## config.mk

```make
export PLATFORM = sky130hd
export DESIGN_NAME = shuffled_minimal_standard_rng_unit
export DESIGN_NICKNAME = d
export VERILOG_FILES = /design/src/design/srng_pkg.sv /design/src/design/srng_ctrl.sv /design/src/design/srng_datapath.sv /design/src/design/shuffled_minimal_standard_rng_unit.sv
export SDC_FILE = /design/constraint.sdc
export NUM_CORES = 2
export LEC_CHECK = 0
export ABC_AREA = 1
export BUFFER_PORTS_ARGS = -buffer_cell sky130_fd_sc_hd__buf_2
export CAP_MARGIN = 20
export CORE_MARGIN = 2
export CORE_UTILIZATION = 50
export DETAILED_ROUTE_END_ITERATION = 12
export GPL_TIMING_DRIVEN = 0
export PLACE_DENSITY = 0.71
export SKIP_CTS_REPAIR_TIMING = 1
export SYNTH_ARGS = -nofsm -noshare
export SYNTH_HDL_FRONTEND = slang
export SYNTH_SLANG_ARGS = --single-unit
```

## constraint.sdc

```tcl
create_clock -name clk -period 11.7 [get_ports clk]
set_input_delay 1.755 -clock clk [delete_from_list [all_inputs] [get_ports clk]]
set_output_delay 1.755 -clock clk [all_outputs]
set_load 0.02 [all_outputs]
```

## src/design/srng_pkg.sv

```systemverilog
// Shared constants and control types for the shuffled minimal-standard generator.
package srng_pkg;

  localparam int unsigned VALUE_W = 31;
  localparam int unsigned PROD_W  = 46;
  localparam int unsigned MULT_W  = 15;

  localparam logic [VALUE_W-1:0] MODULUS    = 31'h7FFF_FFFF;
  localparam logic [MULT_W-1:0]  MULTIPLIER = 15'd16807;

  // extra generator steps run ahead of the table fill during warm-up
  localparam int unsigned WARMUP_EXTRA = 8;

  typedef struct packed {
    logic load_seed;  // generator <= cleaned seed
    logic mul;        // product <= generator * multiplier
    logic fold;       // generator <= product mod modulus
    logic warm_wr;    // table[warm index] <= folded value
    logic warm_last;  // last warm-up step: last output <= folded value
    logic slot_calc;  // slot <= last output / slot divisor
    logic rd;         // table read data <= table[slot]
    logic commit;     // emit read data, table[slot] <= generator
  } cmd_t;

endpackage

```

## src/design/srng_ctrl.sv

```systemverilog
// Controller: sequences warm-up, generator steps, table access and result commit.
module srng_ctrl #(
  parameter int unsigned TABLE_SIZE = 32
) (
  input  logic                   clk,
  input  logic                   rst,
  input  logic                   draw_valid,
  input  logic                   draw_request,
  output logic                   draw_stall,
  input  logic                   seed_we,
  input  logic                   out_full,
  output srng_pkg::cmd_t         cmd,
  output logic [((TABLE_SIZE > 1) ? $clog2(TABLE_SIZE) : 1)-1:0] warm_idx
);

  localparam int unsigned SLOT_W = (TABLE_SIZE > 1) ? $clog2(TABLE_SIZE) : 1;
  localparam int unsigned WARMUP = TABLE_SIZE + srng_pkg::WARMUP_EXTRA;
  localparam int unsigned CNT_W  = $clog2(WARMUP);

  localparam logic [2:0] ST_IDLE  = 3'd0;
  localparam logic [2:0] ST_LOAD  = 3'd1;
  localparam logic [2:0] ST_WMUL  = 3'd2;
  localparam logic [2:0] ST_WFOLD = 3'd3;
  localparam logic [2:0] ST_MUL   = 3'd4;
  localparam logic [2:0] ST_FOLD  = 3'd5;
  localparam logic [2:0] ST_UPD   = 3'd6;

  logic [2:0]       state;
  logic [2:0]       state_next;
  logic [CNT_W-1:0] idx;
  logic [CNT_W-1:0] idx_next;
  logic             warm_pending;
  logic             warm_pending_next;
  logic             accept;

  assign draw_stall = (state != ST_IDLE);
  assign accept     = draw_valid && !draw_stall;
  assign warm_idx   = idx[SLOT_W-1:0];

  always_comb begin
    state_next        = state;
    idx_next          = idx;
    warm_pending_next = warm_pending;
    cmd               = '0;
    unique case (state)
      ST_IDLE: begin
        if (accept && draw_request) begin
          state_next = warm_pending ? ST_LOAD : ST_MUL;
        end
      end
      ST_LOAD: begin
        cmd.load_seed = 1'b1;
        idx_next      = CNT_W'(WARMUP - 1);
        state_next    = ST_WMUL;
      end
      ST_WMUL: begin
        cmd.mul    = 1'b1;
        state_next = ST_WFOLD;
      end
      ST_WFOLD: begin
        cmd.fold      = 1'b1;
        cmd.warm_wr   = (idx < CNT_W'(TABLE_SIZE));
        cmd.warm_last = (idx == '0);
        if (idx == '0) begin
          warm_pending_next = 1'b0;
          state_next        = ST_MUL;
        end else begin
          idx_next   = idx - CNT_W'(1);
          state_next = ST_WMUL;
        end
      end
      ST_MUL: begin
        cmd.mul       = 1'b1;
        cmd.slot_calc = 1'b1;
        state_next    = ST_FOLD;
      end
      ST_FOLD: begin
        cmd.fold   = 1'b1;
        cmd.rd     = 1'b1;
        state_next = ST_UPD;
      end
      ST_UPD: begin
        if (!out_full) begin
          cmd.commit = 1'b1;
          state_next = ST_IDLE;
        end
      end
      default: begin
        state_next = ST_IDLE;
      end
    endcase
    if (seed_we) begin
      warm_pending_next = 1'b1;
    end
  end

  always_ff @(posedge clk) begin
    if (rst) begin
      state        <= ST_IDLE;
      idx          <= '0;
      warm_pending <= 1'b1;
    end else begin
      state        <= state_next;
      idx          <= idx_next;
      warm_pending <= warm_pending_next;
    end
  end

  // warm-up only retires on its final step
  a_warm_clear: assert property (@(posedge clk) disable iff (rst)
    $fell(warm_pending) |-> ($past(state) == ST_WFOLD) && ($past(idx) == '0))
    else $error("warm-up flag cleared outside the final warm-up step");

  // a draw that still needs warm-up never goes straight to the generator step
  a_warm_first: assert property (@(posedge clk) disable iff (rst)
    (accept && draw_request && warm_pending && !seed_we) |=> (state == ST_LOAD))
    else $error("draw skipped the pending warm-up");

endmodule

```

## src/design/srng_datapath.sv

```systemverilog
// Datapath: seed, congruential step, slot select, shuffle table and output register.
module srng_datapath #(
  parameter int unsigned TABLE_SIZE = 32
) (
  input  logic                           clk,
  input  logic                           rst,
  input  logic                           seed_we,
  input  logic [srng_pkg::VALUE_W-1:0]   seed,
  input  srng_pkg::cmd_t                 cmd,
  input  logic [((TABLE_SIZE > 1) ? $clog2(TABLE_SIZE) : 1)-1:0] warm_idx,
  output logic                           out_full,
  output logic                           result_valid,
  input  logic                           result_stall,
  output logic [srng_pkg::VALUE_W-1:0]   random_value
);

  localparam int unsigned SLOT_W   = (TABLE_SIZE > 1) ? $clog2(TABLE_SIZE) : 1;
  localparam longint      SlotDiv  = 1 + (longint'(srng_pkg::MODULUS) - 1) / TABLE_SIZE;

  logic [srng_pkg::VALUE_W-1:0] seed_q;
  logic [srng_pkg::VALUE_W-1:0] seed_clean;
  logic [srng_pkg::VALUE_W-1:0] gen;
  logic [srng_pkg::VALUE_W-1:0] last_output;
  logic [srng_pkg::PROD_W-1:0]  prod;
  logic [srng_pkg::VALUE_W:0]   fold_sum;
  logic [srng_pkg::VALUE_W-1:0] fold_val;
  logic [SLOT_W-1:0]            slot;
  logic [SLOT_W-1:0]            slot_calc;
  logic [srng_pkg::VALUE_W-1:0] rdata;
  logic [srng_pkg::VALUE_W-1:0] mem [TABLE_SIZE];
  logic                         mem_we;
  logic [SLOT_W-1:0]            mem_waddr;
  logic [srng_pkg::VALUE_W-1:0] mem_wdata;

  // zero and the modulus itself both map to one
  assign seed_clean = (seed_q == '0 || seed_q == srng_pkg::MODULUS) ?
                      srng_pkg::VALUE_W'(1) : seed_q;

  // 2^31 == 1 mod (2^31 - 1): add the high part back in, one conditional subtract
  assign fold_sum = {1'b0, prod[srng_pkg::VALUE_W-1:0]}
                  + (srng_pkg::VALUE_W+1)'(prod[srng_pkg::PROD_W-1:srng_pkg::VALUE_W]);
  assign fold_val = (fold_sum >= {1'b0, srng_pkg::MODULUS}) ?
                    srng_pkg::VALUE_W'(fold_sum - {1'b0, srng_pkg::MODULUS}) :
                    fold_sum[srng_pkg::VALUE_W-1:0];

  // slot = last_output / SlotDiv via constant thresholds; never exceeds TABLE_SIZE-1
  always_comb begin
    slot_calc = '0;
    for (int k = 1; k < TABLE_SIZE; k++) begin
      if (last_output >= srng_pkg::VALUE_W'(longint'(k) * SlotDiv)) begin
        slot_calc = SLOT_W'(k);
      end
    end
  end

  assign mem_we    = cmd.warm_wr || cmd.commit;
  assign mem_waddr = cmd.commit ? slot : warm_idx;
  assign mem_wdata = cmd.commit ? gen : fold_val;

  always_ff @(posedge clk) begin
    if (mem_we) begin
      mem[mem_waddr] <= mem_wdata;
    end
    if (cmd.rd) begin
      rdata <= mem[slot];
    end
  end

  always_ff @(posedge clk) begin
    if (rst) begin
      seed_q <= '0;
    end else if (seed_we) begin
      seed_q <= seed;
    end
  end

  always_ff @(posedge clk) begin
    if (rst) begin
      gen         <= '0;
      last_output <= '0;
    end else begin
      if (cmd.load_seed) begin
        gen <= seed_clean;
      end else if (cmd.fold) begin
        gen <= fold_val;
      end
      if (cmd.warm_last) begin
        last_output <= fold_val;
      end else if (cmd.commit) begin
        last_output <= rdata;
      end
    end
  end

  always_ff @(posedge clk) begin
    if (cmd.mul) begin
      prod <= srng_pkg::PROD_W'(gen) * srng_pkg::PROD_W'(srng_pkg::MULTIPLIER);
    end
    if (cmd.slot_calc) begin
      slot <= slot_calc;
    end
  end

  always_ff @(posedge clk) begin
    if (rst) begin
      result_valid <= 1'b0;
    end else if (cmd.commit) begin
      result_valid <= 1'b1;
    end else if (!result_stall) begin
      result_valid <= 1'b0;
    end
  end

  always_ff @(posedge clk) begin
    if (cmd.commit) begin
      random_value <= rdata;
    end
  end

  assign out_full = result_valid && result_stall;

  a_valid_src: assert property (@(posedge clk) disable iff (rst)
    $rose(result_valid) |-> $past(cmd.commit))
    else $error("result appeared without a commit");

  a_value_range: assert property (@(posedge clk) disable iff (rst)
    result_valid |-> (random_value != '0) && (random_value != srng_pkg::MODULUS))
    else $error("result outside 1 .. modulus-1");

  a_gen_range: assert property (@(posedge clk) disable iff (rst)
    $past(cmd.fold) |-> (gen != '0) && (gen != srng_pkg::MODULUS))
    else $error("generator left its residue range");

endmodule

```

## src/design/shuffled_minimal_standard_rng_unit.sv

```systemverilog
// Top level of the shuffled minimal-standard random number generator.
// Each draw transaction with draw_request high returns one 31-bit value in
// 1 .. 2^31-2 (read as value / (2^31-1)) from a 16807 * x mod (2^31-1)
// generator feeding a TABLE_SIZE-entry Bays-Durham shuffle table. A draw
// passes through accept, the multiply, the modulus fold plus table read,
// then the table write-back and result load, and no new draw is taken until
// it is through; the multiply/fold of the congruential step and the single
// write port of the table set that sequence. The first draw after reset or
// after any seed write runs the warm-up first. A draw transaction with
// draw_request low is taken and produces nothing. The result sits in an
// output register, so a new draw is taken while it waits; the write-back
// stalls until that register frees up. Write the seed only while no draw is
// in flight; zero is read as one.
module shuffled_minimal_standard_rng_unit #(
  parameter int unsigned TABLE_SIZE = 32
) (
  input  logic        clk,
  input  logic        rst,
  // configuration
  input  logic        seed_we,
  input  logic [30:0] seed,
  // draw channel
  input  logic        draw_valid,
  output logic        draw_stall,
  input  logic        draw_request,
  // result channel
  output logic        result_valid,
  input  logic        result_stall,
  output logic [30:0] random_value
);

  localparam int unsigned SLOT_W = (TABLE_SIZE > 1) ? $clog2(TABLE_SIZE) : 1;

  srng_pkg::cmd_t    cmd;
  logic [SLOT_W-1:0] warm_idx;
  logic              out_full;

  // sequencing: warm-up loop, step, table access, commit
  srng_ctrl #(
    .TABLE_SIZE (TABLE_SIZE)
  ) u_ctrl (
    .clk          (clk),
    .rst          (rst),
    .draw_valid   (draw_valid),
    .draw_request (draw_request),
    .draw_stall   (draw_stall),
    .seed_we      (seed_we),
    .out_full     (out_full),
    .cmd          (cmd),
    .warm_idx     (warm_idx)
  );

  // arithmetic, shuffle table and output register
  srng_datapath #(
    .TABLE_SIZE (TABLE_SIZE)
  ) u_datapath (
    .clk          (clk),
    .rst          (rst),
    .seed_we      (seed_we),
    .seed         (seed),
    .cmd          (cmd),
    .warm_idx     (warm_idx),
    .out_full     (out_full),
    .result_valid (result_valid),
    .result_stall (result_stall),
    .random_value (random_value)
  );

endmodule

```

Word-level counts from Yosys, hierarchy flattened:

Memory sizes are Yosys's and may differ from the RTL's. A register that Yosys moved wholly into a read port is not among the register bits.
Index checks and enable logic that the tools add are counted.

* flip-flop bits (word level): 186
* word-level logic and storage cells: 143
* bits in read-only memories: 0
* memories: 1
* input port bits: 37
* bits in writable memories: 992
* bits in latches: 0
* output and inout port bits: 33

Memory list
* u_datapath.mem: depth 32, width 31, rd ports 1, clocked after Yosys merged registers in 1, wr ports 1, RTL line srng_datapath.sv:30 `logic [srng_pkg::VALUE_W-1:0] mem [TABLE_SIZE];`

* eq/ne operators: 11
* divide/modulo/power cells: 0
* multiply operators: 1
* add/subtract/negate cells: 3
* bitwise logic cells: 0
* shift-type cells: 0
* $lt $le $gt $ge: 33
* reductions and logical operators: 23
* mux-type cells: 57

Operators with widths (count)
* 31-bit >= comparator (second input constant): 16
* 31-bit by 30-bit >= comparator with 1-bit output (second input constant): 8
* 31-bit 2-to-1 mux: 7
* 31-bit by 29-bit >= comparator with 1-bit output (second input constant): 4
* 4-bit 2-to-1 mux: 16
* 31-bit by 28-bit >= comparator with 1-bit output (second input constant): 2
* 31-bit by 15-bit multiplier with 46-bit output (second input constant): 1
* 3-bit 2-to-1 mux: 12
* 31-bit by 15-bit adder with 32-bit output: 1
* 32-bit by 31-bit >= comparator with 1-bit output (second input constant): 1
* 31-bit equality test (second input constant): 1
* 31-bit by 27-bit >= comparator with 1-bit output (second input constant): 1
* 31-bit zero test: 1
* 31-bit subtractor (second input constant): 1
* 3-bit one-hot mux with 7 select lines: 1
* 16-bit OR reduction: 1
* 1-bit 2-to-1 mux: 13
* 6-bit one-hot mux with 2 select lines: 1
* 2-bit 2-to-1 mux: 5
* 3-bit equality test (second input constant): 3
* 2-bit OR reduction: 4
* 8-bit OR reduction: 1
* 3-bit by 2-bit equality test with 1-bit output (second input constant): 2
* 6-bit zero test: 1
* 15 further kinds: 24

Longest topological paths before layout:

* depth in word-level cells: 31
* mapped depth: 27
* mapped depth without buffers: 27

Cells and area by module:

Synthesis repeated with hierarchy kept, for this count alone.

* cells, all modules: 4819
* area total of the unflattened synthesis: 55579.6 um2

By module, submodules not included
* srng_datapath: area each 54926.4 um2, cells each 4719, instances 1
* srng_ctrl: area each 653.1 um2, cells each 100, instances 1

Worst setup path after synthesis:

OpenSTA, ideal clock, no wires.

* path type: flip-flop to flip-flop
* start point: register u_datapath.gen[10] (netlist bit)
* end point: register u_datapath.prod[29] (netlist bit) (data pin)
* setup slack: 6.404 ns
* arrival time: 5.037 ns
* data required time: 11.441 ns
* buffers on the path: 0
* stages on the path, launching flop included: 22
* library setup time: 0.259 ns
* clock period less this slack: 5.296 ns
* cell sequence: dfxtp_1 -> inv_1 -> fa_1 -> inv_1 -> ha_1 -> fa_1 -> ha_1 -> inv_1 -> fa_1 -> inv_1 -> fa_1 -> ha_1 -> a21oi_1 -> a21boi_0 -> nand2_1 -> a21boi_0 -> o21bai_1 -> a21oi_1 -> o21ai_0 -> nand2_1 -> nand2_1 -> xor2_1

* word-level cells in the longest chain between the ends: 1

RTL lines
* start: declaration: RTL line srng_datapath.sv:22 `logic [srng_pkg::VALUE_W-1:0] gen;`
* start signal: assignment: RTL line srng_datapath.sv:83 `gen <= seed_clean;`
* start signal: assignment: RTL line srng_datapath.sv:85 `gen <= fold_val;`
* 31-bit by 15-bit multiplier with 46-bit output: RTL line srng_datapath.sv:97 `prod <= srng_pkg::PROD_W'(gen) * srng_pkg::PROD_W'(srng_pkg::MULTIPLIER);`
* end signal: assignment: RTL line srng_datapath.sv:97
* end: declaration: RTL line srng_datapath.sv:24 `logic [srng_pkg::PROD_W-1:0] prod;`

Every way passes these cells.
A chain may end at the register's enable or synchronous reset.

Final worst setup path:

* start point: register u_datapath.gen[10] (netlist bit)
* end point: register u_datapath.prod[33] (netlist bit) (data pin)

Same word-level chain as after synthesis.

==> metrics.md <==
| Metric | Value |
|---|---|
| Worst Skew | `0.0823 ns` |
| Final nets | `5,375` |
| Crit path from | `u_datapath.gen[10]$_SDFFE_PP0P_` |
| Total track usage | `34.1%` |
| Die footprint | `114,000 um2` |
| Routed Wire Length | `195 mm` |
| First-pass GRT wire length | `276 mm` |
| Metal1 wirelength | `69.3 mm` |
| Hold Startpoint | `u_datapath.rdata[21]$_DFFE_PP_` |
| H-tree levels | `3` |
| RSZ-0062 raised after global routing | `no` |
| DR vias/cell | `6.41` |
| Primary FF master, synth | `edfxtp_1` |
| Cell taking the most area after synthesis | `edfxtp_1` |
| Worst EP required | `12.14 ns` |
| Later-pin clock latency in the skew report | `0.77 ns` |
| Pwr dens | `291 nW/um2` |
| DRC | `0` |
| Tcrit/Tclk final | `54.6%` |
| Commonest non-fill, non-tap cells in the layout | `edfxtp_1, nor2_1, o21ai_0` |
| Clock slew at reported path FFs | `0.06 ns` |
| RePlAce Congestion | `0.989` |
| Largest net degree at the start of global routing | `33` |
| Slowest CP cell | `dfxtp_1` |
| Worst Path Max Fanout | `6` |
| Fin. max-slew vios | `0` |
| Post-synthesis register bit count | `1,183` |
| Critical Path End Type | `flop` |
| Root Driver | `clkbuf_16` |
| CTS tree | `yes` |
| Reg2Reg Launch Point | `u_datapath.gen[10]$_SDFFE_PP0P_` |
| Max VDD drop | `0.298 mV` |
| Top-area cell type share of the netlist area | `59.7%` |
| Hold Vio Cnt, Final | `0` |
| Clock Tree Buf Depth | `3` |
| Number of flops mapped to enable cells by yosys | `1,105` |
| Max stage delay on crit path | `0.62 ns` |
| Syn Std Cell Area | `55,600 um2` |
| Wire per inst | `29.7 um` |
| Setup TNS | `0 ns` |
| Global route overflow | `0` |
| Type of origin of the critical path | `flop` |
| Critical-path cell list | `inv_1 > fa_1 > inv_1 > ha_1 > fa_1 > ha_1 > inv_1 > fa_1 > inv_1 > fa_1 > ha_1 > a21oi_1 > a21boi_0 > nand2_1 > a21boi_0 > o21bai_1 > a21oi_1 > o21ai_0 > nand2_1 > nand2_1 > xor2_1` |
| Total of max-cap violations | `0` |
| Die Span Y | `337 um` |
| Final setup vio count | `0` |
| I/O pin count | `70` |
| Cell variety after synth | `49` |
| Syn Inst Count | `4,739` |
| Number of global-route vias before repair | `40,217` |
| Antenna Nets Post-Route | `0` |
| Status | `finished, final reports clean` |
| Post-DP HPWL | `139 mm` |
| I/O Buffers | `68` |
| Hold_ws | `0.414 ns` |
| Max-slew headroom | `16.2%` |
| Syn avg cell area | `11.7 um2` |
| Metal3 WL | `30.8 mm` |
| Syn nets | `5,114` |
| Die X | `337 um` |
| DR iter-0 viols | `8,023` |
| Num Clock Sinks | `1,183` |
| Asr flop ratio synth | `0%` |
| TritonCTS buffer count | `115` |
| P_leak | `23.1 nW` |
| DRT Pass-1 Iters | `10` |
| Max Fclk | `156 MHz` |
| Met2 wire len | `82.6 mm` |
| Register area share after synthesis | `62.5%` |
| Core Area | `111,000 um2` |
| Synth warnings | `0` |
| Arrival time of the worst setup path | `6.83 ns` |
| Layout area overhead | `14.8%` |
| Total number of vias | `42,230` |
| Tightest Hold Check Type | `flop to flop` |
| Tmin final | `6.39 ns` |
| Uppermost layer routed | `met5` |
| CP Class | `flop to flop` |
| Row count | `122` |
| Synth top area cells | `edfxtp_1, o21ai_0, fa_1` |
| Share of layout cells above drive strength 1 | `8.95%` |
| Most common cell after layout, fill and taps aside | `edfxtp_1` |
| Initial antenna violation count | `11` |
| Initial core utilization | `50.3%` |
| Worst-Margin Slew | `1.24 ns` |
## power by group
| part | total, mW | switching [mW] | internal [mW] | leakage [nW] |
|---|---|---|---|---|
| Sequential | 6.26 | 0.239 | 6.02 | 10.6 |
| Clock | 3.86 | 1.67 | 2.19 | 1.86 |
| Combinational | 8.46 | 5.82 | 2.64 | 10.7 |
## synthesized netlist by cell type (2+ instances only)
cell type,count
o221ai_1,194
o22ai_1,56
o21bai_1,5
clkbuf_1,244
nor4_1,9
inv_1,366
buf_6,2
nor3_1,22
o21ai_1,3
xor2_2,3
nand3_1,153
nand3_2,2
ha_1,204
nor2_1,696
clkinv_1,4
edfxtp_1,1105
a32oi_1,29
nand3b_1,7
o21a_1,9
o21ai_2,16
buf_2,4
inv_2,10
dfxtp_1,78
nand2_4,2
nand4_1,32
o21ai_0,680
o211ai_1,4
buf_1,17
nand2_2,24
xnor2_1,16
and2_1,3
fa_1,134
nor3_2,3
a31oi_1,38
xor2_1,47
a21boi_0,5
a21oi_2,11
a21oi_1,123
nor2_2,5
nand2_1,365
## worst paths after layout
check	slack [ns]	to	depth (start not counted)
setup / recovery	5.31	u_datapath.prod[33]$_DFFE_PP_	21
hold / removal	0.41	u_datapath.random_value[21]$_DFFE_PP_	0
setup reg to reg	5.31	u_datapath.prod[33]$_DFFE_PP_	21
hold reg to reg	0.41	u_datapath.random_value[21]$_DFFE_PP_	0
## sequential cells by signal (all words and copies together) (netlist names)
register and count:
u_datapath.mem 992, u_datapath.random_value 31, u_datapath.last_output 5, u_datapath.gen 31, u_ctrl.warm_pending 1, u_datapath.result_valid 1, u_datapath.rdata 31, u_datapath.seed_q 31
u_datapath.slot 5, u_ctrl.state 3, u_ctrl.idx 6, u_datapath.prod 46
## logic make-up (layout without fill, tap and decap cells)
group                    after synthesis  count (layout)  synth area share [%]
AO/OA/AOI/OAI                       1177            1177                  12.6
XOR/XNOR                              66              66                  1.08
adder cells (fa/ha/maj)              338             338                  9.42
buffers and inverters                649            1005                  4.47
flip-flops                          1183            1183                  62.5
other                                  0               4                     0
AND/OR/NAND/NOR                     1326            1326                  9.88
## worst max-delay path: cells and delay by family (launching register included)
family,cells,cell delay (ns)
buf+inv,4,0.45
xor+xnor,1,0.16
compound gates,6,1.48
simple gates,3,0.32
fa+ha+maj,7,3.05
flops,1,0.62
## per-layer routing
layer / up-vias / track usage (%)
li1: 17614 / -
met1: 20335 / 45.3
met2: 3524 / 49.1
met3: 745 / 11.5
met4: 12 / 18.8
met5: - / 0
## final cells by class
class | count | area, um2
tap | 1488 | 1860
timing repair buffer | 144 | 1930
clock inverter | 72 | 850
buffer | 269 | 1060
inverter | 380 | 1430
multi-input combinational | 2907 | 18900
clock buffer | 140 | 3010
antenna | 4 | 10.0
sequential | 1183 | 34700
fill | 8729 | 46700
## metrics by stage
step	cells	power (mW)	instance area [um2]	setup slack [ns]	util [%]
floorplan	4739	11.3	55600	6.40	-
global placement	6295	14.1	57800	3.44	52.3
detailed placement	6365	14.6	59800	5.41	54.1
CTS	6577	18.4	63700	5.36	57.6
global route	6583	19.4	63800	5.10	57.7
finish	6587	18.6	63800	5.31	57.7
No activity file was read; power rests on OpenSTA's default activity.
